**src/sv/dtc_pkg.sv**
```systemverilog
`default_nettype none

package dtc_pkg;

	// Table size and time width.
	localparam int NUM_CHANNELS = 16;
	localparam int CH_BITS      = 4;
	localparam int TIME_BITS    = 32;
	localparam int CNT_BITS     = 5;

	// Half of the time range, the limit of the wrap-safe "in the past" test.
	localparam logic [TIME_BITS-1:0] HALF_RANGE = {1'b1, {(TIME_BITS-1){1'b0}}};

	// Firing counter saturates here.
	localparam logic [15:0] FIRE_MAX = 16'hFFFF;

	// Command codes.
	localparam logic [2:0] FN_CHECK     = 3'd0;
	localparam logic [2:0] FN_START     = 3'd1;
	localparam logic [2:0] FN_STOP      = 3'd2;
	localparam logic [2:0] FN_PAUSE     = 3'd3;
	localparam logic [2:0] FN_RESUME    = 3'd4;
	localparam logic [2:0] FN_AGAIN     = 3'd5;
	localparam logic [2:0] FN_SET_DELAY = 3'd6;
	localparam logic [2:0] FN_CONFIGURE = 3'd7;

	// Channel status codes.
	localparam logic [1:0] ST_STOPPED = 2'd0;
	localparam logic [1:0] ST_RUNNING = 2'd1;
	localparam logic [1:0] ST_PAUSED  = 2'd2;
	localparam logic [1:0] ST_UNUSED  = 2'd3;

endpackage

`default_nettype wire

```
**src/sv/deferred_timer_channels.sv**
```systemverilog
// Channel   Signals                                        Direction  Handshake
// request   func channel now delay_value autorepeat_flag   in         start, busy
//           has_action start_now run_post permit_rearm
// result    channel_status remaining_time fire_count       out        done (one cycle)
//
// A request is taken when start is high and busy is low; exactly one result follows.
// Check, start, stop, resume, set delay and configure pass through the load, command and finish
// states. A restart (an again, or autorepeat after expiry or stop) runs the again states, an
// again on a channel that is not stopped only the first of them, and a pause adds the pause
// state. A catch-up of missed periods runs a shared 32-step restoring divider. The next request
// can be taken in the done cycle. Reset clears every channel to stopped at once. The receiver
// cannot stall: done is a single-cycle strobe.
`default_nettype none

module deferred_timer_channels
	import dtc_pkg::*;
(
	input  wire                        clk,
	input  wire                        arst_n,
	input  wire                        start,
	output logic                       busy,
	input  wire  [2:0]                 func,
	input  wire  [CH_BITS-1:0]         channel,
	input  wire  [TIME_BITS-1:0]       now,
	input  wire  [TIME_BITS-1:0]       delay_value,
	input  wire                        autorepeat_flag,
	input  wire                        has_action,
	input  wire                        start_now,
	input  wire                        run_post,
	input  wire                        permit_rearm,
	output logic                       done,
	output logic [1:0]                 channel_status,
	output logic signed [TIME_BITS-1:0] remaining_time,
	output logic [15:0]                fire_count
);

	// Sequencer states.
	localparam logic [3:0] S_IDLE   = 4'd0;
	localparam logic [3:0] S_LOAD   = 4'd1;
	localparam logic [3:0] S_CMD    = 4'd2;
	localparam logic [3:0] S_AG1    = 4'd3;
	localparam logic [3:0] S_AG2    = 4'd4;
	localparam logic [3:0] S_AG3    = 4'd5;
	localparam logic [3:0] S_DIV    = 4'd6;
	localparam logic [3:0] S_AG4    = 4'd7;
	localparam logic [3:0] S_AG5    = 4'd8;
	localparam logic [3:0] S_PAUSE  = 4'd9;
	localparam logic [3:0] S_FINISH = 4'd10;

	// Saturating add of a firing count.
	function automatic logic [15:0] sat_add(input logic [15:0] a, input logic [32:0] n);
		logic [16:0] s;
		s = {1'b0, a} + n[16:0];
		if (n >= {17'd0, FIRE_MAX} || s > {1'b0, FIRE_MAX})
			return FIRE_MAX;
		return s[15:0];
	endfunction

	// Channel table.
	logic [1:0]           tab_st_q  [NUM_CHANNELS];
	logic [TIME_BITS-1:0] tab_bt_q  [NUM_CHANNELS];
	logic [TIME_BITS-1:0] tab_per_q [NUM_CHANNELS];
	logic [TIME_BITS-1:0] tab_pe_q  [NUM_CHANNELS];
	logic                 tab_rep_q [NUM_CHANNELS];
	logic                 tab_act_q [NUM_CHANNELS];

	logic [3:0]           state_q;

	// Captured request.
	logic [2:0]           func_q;
	logic [CH_BITS-1:0]   ch_q;
	logic [TIME_BITS-1:0] now_q;
	logic [TIME_BITS-1:0] dly_q;
	logic                 arep_q, hact_q, snow_q, post_q, allow_q;

	// Working copy of the addressed channel.
	logic [1:0]           st_q;
	logic [TIME_BITS-1:0] bt_q, per_q, pe_q;
	logic                 rep_q, act_q;

	// Again sequence and divider.
	logic                 ag_post_q;
	logic [TIME_BITS-1:0] ag_dly_q;
	logic [TIME_BITS-1:0] gap_q;
	logic                 small_q;
	logic [TIME_BITS-1:0] num_q, dvd_q, dvs_q, rem_q, step_q;
	logic [CNT_BITS-1:0]  cnt_q;
	logic [15:0]          fires_q;

	logic [TIME_BITS-1:0] elapsed;
	logic                 expired;
	logic                 in_past;
	logic                 ag_fire;
	logic [TIME_BITS:0]   trial;
	logic [3:0]           after_again;

	assign busy = (state_q != S_IDLE);

	// Elapsed time, also used for the remaining time, and the expiry test shared by check and pause.
	assign elapsed = now_q - bt_q;
	assign expired = (st_q == ST_RUNNING) && (elapsed >= per_q);

	// Wrap-safe test that the due time lies before now.
	assign in_past = (per_q != '0) && (gap_q != '0) && (gap_q <= HALF_RANGE);
	assign ag_fire = ag_post_q && act_q;

	// One restoring step: shifted remainder minus divisor.
	assign trial = {rem_q, dvd_q[TIME_BITS-1]} - {1'b0, dvs_q};

	assign after_again = (func_q == FN_PAUSE) ? S_PAUSE : S_FINISH;

	// Sequencer, working registers and outputs.
	always_ff @(posedge clk or negedge arst_n) begin
		if (!arst_n) begin
			state_q <= S_IDLE;
			done <= 1'b0;
			for (int i = 0; i < NUM_CHANNELS; i++) begin
				tab_st_q[i]  <= ST_STOPPED;
				tab_bt_q[i]  <= '0;
				tab_per_q[i] <= '0;
				tab_pe_q[i]  <= '0;
				tab_rep_q[i] <= 1'b0;
				tab_act_q[i] <= 1'b0;
			end
		end else begin
			done <= 1'b0;
			case (state_q)
				S_IDLE: begin
					if (start) begin
						func_q  <= func;
						ch_q    <= channel;
						now_q   <= now;
						dly_q   <= delay_value;
						arep_q  <= autorepeat_flag;
						hact_q  <= has_action;
						snow_q  <= start_now;
						post_q  <= run_post;
						allow_q <= permit_rearm;
						fires_q <= '0;
						state_q <= S_LOAD;
					end
				end
				S_LOAD: begin
					st_q    <= tab_st_q[ch_q];
					bt_q    <= tab_bt_q[ch_q];
					per_q   <= tab_per_q[ch_q];
					pe_q    <= tab_pe_q[ch_q];
					rep_q   <= tab_rep_q[ch_q];
					act_q   <= tab_act_q[ch_q];
					state_q <= S_CMD;
				end
				S_CMD: begin
					case (func_q)
						FN_CHECK, FN_PAUSE: begin
							state_q <= after_again;
							if (expired) begin
								st_q <= ST_STOPPED;
								if (act_q)
									fires_q <= sat_add(fires_q, 33'd1);
								if (rep_q) begin
									ag_post_q <= 1'b1;
									ag_dly_q  <= '0;
									state_q   <= S_AG1;
								end
							end
						end
						FN_START: begin
							if (dly_q != '0)
								per_q <= dly_q;
							bt_q    <= now_q;
							st_q    <= ST_RUNNING;
							state_q <= S_FINISH;
						end
						FN_STOP: begin
							state_q <= S_FINISH;
							if (st_q != ST_STOPPED) begin
								st_q <= ST_STOPPED;
								if (post_q && act_q)
									fires_q <= sat_add(fires_q, 33'd1);
								if (allow_q && rep_q) begin
									ag_post_q <= 1'b1;
									ag_dly_q  <= '0;
									state_q   <= S_AG1;
								end
							end
						end
						FN_RESUME: begin
							if (st_q == ST_PAUSED) begin
								bt_q <= now_q - pe_q;
								st_q <= ST_RUNNING;
							end
							state_q <= S_FINISH;
						end
						FN_AGAIN: begin
							ag_post_q <= post_q;
							ag_dly_q  <= dly_q;
							state_q   <= S_AG1;
						end
						FN_SET_DELAY: begin
							per_q   <= dly_q;
							state_q <= S_FINISH;
						end
						default: begin
							per_q   <= dly_q;
							bt_q    <= now_q;
							pe_q    <= '0;
							rep_q   <= arep_q;
							act_q   <= hact_q;
							st_q    <= snow_q ? ST_RUNNING : ST_STOPPED;
							state_q <= S_FINISH;
						end
					endcase
				end
				// Again: if stopped, advance by the old period and take the new one when it is nonzero.
				S_AG1: begin
					if (st_q != ST_STOPPED) begin
						state_q <= after_again;
					end else begin
						bt_q <= bt_q + per_q;
						if (ag_dly_q != '0)
							per_q <= ag_dly_q;
						state_q <= S_AG2;
					end
				end
				S_AG2: begin
					gap_q   <= now_q - bt_q - per_q;
					state_q <= S_AG3;
				end
				// Decide on catch-up and set up the divider.
				S_AG3: begin
					if (in_past) begin
						if (!rep_q) begin
							if (ag_fire)
								fires_q <= sat_add(fires_q, 33'd1);
							state_q <= after_again;
						end else begin
							small_q <= (per_q <= HALF_RANGE);
							if (per_q <= HALF_RANGE) begin
								num_q <= gap_q - 1'b1;
								dvd_q <= gap_q - 1'b1;
								dvs_q <= per_q;
							end else begin
								num_q <= HALF_RANGE - gap_q;
								dvd_q <= HALF_RANGE - gap_q;
								dvs_q <= '0 - per_q;
							end
							rem_q   <= '0;
							cnt_q   <= '0;
							state_q <= S_DIV;
						end
					end else begin
						st_q    <= ST_RUNNING;
						state_q <= after_again;
					end
				end
				// One quotient bit per cycle; the quotient shifts into dvd_q.
				S_DIV: begin
					if (!trial[TIME_BITS]) begin
						rem_q <= trial[TIME_BITS-1:0];
						dvd_q <= {dvd_q[TIME_BITS-2:0], 1'b1};
					end else begin
						rem_q <= {rem_q[TIME_BITS-2:0], dvd_q[TIME_BITS-1]};
						dvd_q <= {dvd_q[TIME_BITS-2:0], 1'b0};
					end
					cnt_q <= cnt_q + 1'b1;
					if (cnt_q == CNT_BITS'(TIME_BITS - 1))
						state_q <= S_AG4;
				end
				// Count the missed expiries; n times the divisor is num - rem + divisor.
				S_AG4: begin
					if (ag_fire)
						fires_q <= sat_add(fires_q, {1'b0, dvd_q} + 33'd1);
					step_q  <= num_q - rem_q + dvs_q;
					state_q <= S_AG5;
				end
				S_AG5: begin
					bt_q    <= small_q ? (bt_q + step_q) : (bt_q - step_q);
					st_q    <= ST_RUNNING;
					state_q <= after_again;
				end
				S_PAUSE: begin
					if (st_q == ST_RUNNING) begin
						st_q <= ST_PAUSED;
						pe_q <= elapsed;
					end
					state_q <= S_FINISH;
				end
				// Write the channel back and present the result.
				S_FINISH: begin
					tab_st_q[ch_q]  <= st_q;
					tab_bt_q[ch_q]  <= bt_q;
					tab_per_q[ch_q] <= per_q;
					tab_pe_q[ch_q]  <= pe_q;
					tab_rep_q[ch_q] <= rep_q;
					tab_act_q[ch_q] <= act_q;
					channel_status  <= st_q;
					remaining_time  <= per_q - elapsed;
					fire_count      <= fires_q;
					done            <= 1'b1;
					state_q         <= S_IDLE;
				end
				default: begin
					state_q <= S_IDLE;
				end
			endcase
		end
	end

endmodule

`default_nettype wire

```
**config.mk**
```make
export PLATFORM = sky130hd
export DESIGN_NAME = deferred_timer_channels
export DESIGN_NICKNAME = d
export VERILOG_FILES = /design/src/sv/dtc_pkg.sv /design/src/sv/deferred_timer_channels.sv
export SDC_FILE = /design/constraint.sdc
export NUM_CORES = 2
export LEC_CHECK = 0
export ABC_AREA = 1
export CAP_MARGIN = 20
export CORE_MARGIN = 2
export CORE_UTILIZATION = 45
export DETAILED_ROUTE_END_ITERATION = 8
export DONT_BUFFER_PORTS = 1
export SLEW_MARGIN = 10
export SYNTH_ARGS = -nofsm -noshare
export SYNTH_HDL_FRONTEND = slang
export SYNTH_SLANG_ARGS = --single-unit
```
**constraint.sdc**
```tcl
create_clock -name clk -period 7.1 [get_ports clk]
set_input_delay 0.71 -clock clk [delete_from_list [all_inputs] [get_ports clk]]
set_output_delay 0.71 -clock clk [all_outputs]
set_load 0.005 [all_outputs]
```
==> implementation parameters <==
Parameter                              Value

Status
  Outcome    complete, no violations

Clock tree
  Clock transition at the registers of the reported paths    0.06 ns
  Number of setup buffers added after CTS    0
  Deepest clock path buffer count    3
  H-tree depth    4
  Number of buffers created by CTS    221
  Sinks on the clock net    2,078
  CTS tree    done
  Clk Tree Root Cell    sky130_fd_sc_hd__clkbuf_16
  Post-CTS resize count    0
  Clock insertion delay at the later pin of the skew report    0.92 ns

GRT
  Global-route wire length before repair    553.2 mm
  Routing usage on met2    48.56%
  Maximum number of pins on one net before global-route repair    273
  Met1 usage    45.52%
  Global route overflow    0
  Global routing's busiest layer    met2
  Number of antenna violations at the first check in global routing    40
  Met3 demand-to-capacity share in global routing    5.103%
  All-layer global routing usage    31.89%
  Via count of the first global-routing pass    82.41k

Placement
  Placed Instance Area    105,300 µm²
  Buffers on Ports    0
  Routability-driven placement congestion ratio    1.004
  DPL Wire Length    243.8 mm

Critical path
  Worst R2R Path Depth    22
  Required arrival time at the worst endpoint    7.60 ns
  Worst EP arrival    6.82 ns
  Buf/Inv on CP    3
  Crit path capture type    flop
  Critical path depth in cells    22
  Startpoint class of the critical path    flop
  CP max-delay cell    sky130_fd_sc_hd__a21boi_0
  Category of the critical setup timing path    flop to flop
  Slowest cell delay on critical path    0.50 ns
  Maximum fanout along the worst path    33
  Cell type group with the largest total delay on the critical path    simple AND/OR/NAND/NOR gates
  Critical path cell sequence    inv_1 -> ha_1 -> a21oi_1 -> nand2_1 -> a21oi_1 -> o21ai_0 -> a21boi_0 -> o21ai_0 -> xor2_1 -> inv_1 -> ha_1 -> nand2_1 -> nor2_1 -> nand2_1 -> nor2_1 -> nand4_1 -> nand3_1 -> nand2_1 -> o21ai_1 -> nand2_1 -> nor3_2 -> buf_4
  Cell occurring most often along the worst timing path    sky130_fd_sc_hd__nand2_1

Synthesis
  Fraction of post-synthesis cell area in the top cell type by area    39.13%
  EDFF count, synth    473
  Netlist Area Pre-Place    102,600 µm²
  Avg Inst Size Synth    8.920 µm²
  Post-Synthesis Net Count    11.87k
  Register bit count reported by yosys    2,078
  Count of warnings emitted by yosys    0
  Post-synth top area cell    sky130_fd_sc_hd__dfrtp_1
  Flip-flop cell with the highest count after synthesis    sky130_fd_sc_hd__dfrtp_1
  Synth top area cells    sky130_fd_sc_hd__dfrtp_1 39%, sky130_fd_sc_hd__edfxtp_1 14%, sky130_fd_sc_hd__o21ai_0 9.4%
  Fraction of synthesis flops using an asynchronous set or reset pin    77.24%
  Post-synthesis sequential area ratio    52.97%
  Cell variety after synth    53
  Syn Inst Count    11.51k

Die
  Horizontal die dimension    481.6 µm
  Die height    481.6 µm
  Total Die Area    231,900 µm²
  Placement row count    175
  Initial core utilization    45.21%
  Total core area    227,100 µm²
  Count of pins on the block boundary    131

Finish
  Synth-to-Final Area Change    11.01%
  Final cell area excluding filler cells    114,000 µm²
  Share of layout cells above drive strength 1    5.632%
  Leading registers by flop count    tab_bt_q (512), tab_pe_q (512), tab_per_q (512)
  Final #Nets    11.55k

Detailed routing
  Final routed wirelength across all metal layers    373.9 mm
  Average via count per standard cell    5.973
  DRC violation total after the first TritonRoute iteration    10.88k
  Antenna Nets Post-Route    0
  Mean routed wirelength per cell    25.94 µm
  Number of detailed-routing iterations run before antenna repair    7
  Total vias in the final route    86.07k
  Count of unresolved DRC violations after routing    0

STA
  Slew Limit Fails    0
  Total Negative Setup Slacks    0 ns
  Final number of setup-violating endpoints    0
  Worst max-slew margin expressed relative to the limit    13.91%
  Final critical delay including setup and external delays    6.321 ns
  Unrepaired setup endpoints after global routing    false
  Fin. Hold Viols    0
  Worst clock skew    0.09519 ns
  Transition at the pin with the smallest max-transition slack    1.278 ns
  Post-route fraction of the period consumed by the critical path    89.03%
  Highest clock rate    158.2 MHz

Pwr
  Total power divided by cell area    435.2 nW/µm²
  Power Internal    29,210 µW
  Switch share    41.11%
  Power share of the combinational group    36.7%
  Peak supply drop    0.3010 mV
  Static power due to leakage    0.04885 µW
  Clock share of power    24.2%
  Register share of total power    39.1%
  Net switching power of the design    20,390 µW

Min path
  Type of the worst min-delay path    primary input to flop
  Worst Hold Depth    6

Run
  Max capacitance violation total    0
-- synthesized netlist by cell type, drive strengths merged (51+ instances only) --
master / n
o21ai: 1941
nor2: 561
o41ai: 63
nand4: 72
nand3: 210
clkbuf: 721
edfxtp: 473
xnor2: 64
a21oi: 736
xor2: 237
buf: 51
dfrtp: 1605
inv: 723
ha: 246
a22oi: 800
nor3: 97
nand2: 2515
-- per-layer routing --
layer / vias up / wire length (µm)
met1: 42517 / 161700
met2: 3921 / 165600
met4: 12 / 15670
met3: 591 / 30870
met5: - / 78
li1: 39025 / -
-- logic make-up after synthesis --
logic type	Yosys count	synth area share, %
xor gates and xnor gates	301	2.583
AOI/OAI and AO/OA	3770	21.16
buffers and inverters	1513	5.585
and+or+nand+nor	3561	13.97
adders and majority gates	284	3.740
DFF	2078	52.97
-- repair_timing --
action                                  in CTS  in global routing
endpoints found under the hold margin      401                  0
hold buffers                                78                  0
endpoints found under the setup margin       0                  0
-- stage by stage --
step / hold WS, ns / util (%) / power (µW) / setup WS, ns / std cells
finish: 0.3343 / 50.18 / 49590 / 0.7791 / 14410
detailed placement: 0.4400 / 46.38 / 37210 / 0.9674 / 13887
CTS: 0.2804 / 50.07 / 49290 / 0.9007 / 14381
floorplan: 0.4144 / - / 29900 / 0.4623 / 11507
global route: 0.3619 / 50.18 / 52400 / 0.2576 / 14401
global placement: 0.4395 / 46.35 / 36830 / 0.9754 / 13883
-- power groups by stage --
stage               sequential, µW  combinational (µW)  clock [µW]
global placement             19300               17500           0
CTS                          19300               17900       12100
floorplan                    18700               11200           0
finish                       19400               18200       12000
detailed placement           19500               17700           0
global route                 19800               19900       12700
-- worst register-to-register path, stage by stage, from the launching register on --
cell	delay, ns
sky130_fd_sc_hd__edfxtp_1	0.38
sky130_fd_sc_hd__inv_1	0.44
sky130_fd_sc_hd__ha_1	0.38
sky130_fd_sc_hd__a21oi_1	0.16
sky130_fd_sc_hd__nand2_1	0.12
sky130_fd_sc_hd__a21oi_1	0.33
sky130_fd_sc_hd__o21ai_0	0.29
sky130_fd_sc_hd__a21boi_0	0.51
sky130_fd_sc_hd__o21ai_0	0.28
sky130_fd_sc_hd__xor2_1	0.30
sky130_fd_sc_hd__inv_1	0.08
sky130_fd_sc_hd__ha_1	0.41
sky130_fd_sc_hd__nand2_1	0.16
sky130_fd_sc_hd__nor2_1	0.37
sky130_fd_sc_hd__nand2_1	0.15
sky130_fd_sc_hd__nor2_1	0.18
sky130_fd_sc_hd__nand4_1	0.13
sky130_fd_sc_hd__nand3_1	0.27
sky130_fd_sc_hd__nand2_1	0.14
sky130_fd_sc_hd__o21ai_1	0.13
sky130_fd_sc_hd__nand2_1	0.10
sky130_fd_sc_hd__nor3_2	0.12
sky130_fd_sc_hd__buf_4	0.46
-- cell type report --
type | count | area [µm²]
Antenna cell | 20 | 50.05
Clock buffer | 325 | 6475
Clock inverter | 91 | 1114
Fill cell | 21179 | 113100
Inverter | 741 | 2804
Multi-Input combinational cell | 7916 | 42950
Sequential cell | 2078 | 54370
Tap cell | 3009 | 3765
Timing Repair Buffer | 230 | 2422
-- layout by cell type (no fill, tap or decap), types with 71 or more instances in the layout --
cell                            instances
sky130_fd_sc_hd__o21ai_0             1929
sky130_fd_sc_hd__clkbuf_16            224
sky130_fd_sc_hd__nand3_1              194
sky130_fd_sc_hd__nand2_1             2504
sky130_fd_sc_hd__buf_4                120
sky130_fd_sc_hd__nor3_1                87
sky130_fd_sc_hd__nand4_1               71
sky130_fd_sc_hd__dfrtp_1             1605
sky130_fd_sc_hd__ha_1                 246
sky130_fd_sc_hd__nor2_1               530
sky130_fd_sc_hd__dlygate4sd3_1         77
sky130_fd_sc_hd__a22oi_1              800
sky130_fd_sc_hd__edfxtp_1             473
sky130_fd_sc_hd__xor2_1               235
sky130_fd_sc_hd__a21oi_1              736
sky130_fd_sc_hd__inv_1                715
-- worst paths after layout --
| path | from | endpoint | slack, ns |
|---|---|---|---|
| max | bt_q[3]$_DFFE_PP_ | ag_dly_q[20]$_SDFFCE_PP0P_ | 0.78 |
| min | start | state_q[0]$_DFFE_PN0P_ | 0.33 |
| max reg2reg | bt_q[3]$_DFFE_PP_ | ag_dly_q[20]$_SDFFCE_PP0P_ | 0.78 |
| min reg2reg | tab_per_q[161]$_DFFE_PN0P_ | tab_per_q[161]$_DFFE_PN0P_ | 0.48 |
| max in group asynchronous | arst_n | tab_per_q[328]$_DFFE_PN0P_ | 3.13 |
| min in group asynchronous | arst_n | tab_bt_q[34]$_DFFE_PN0P_ | 0.45 |
Power figures use the tool's default switching activity.
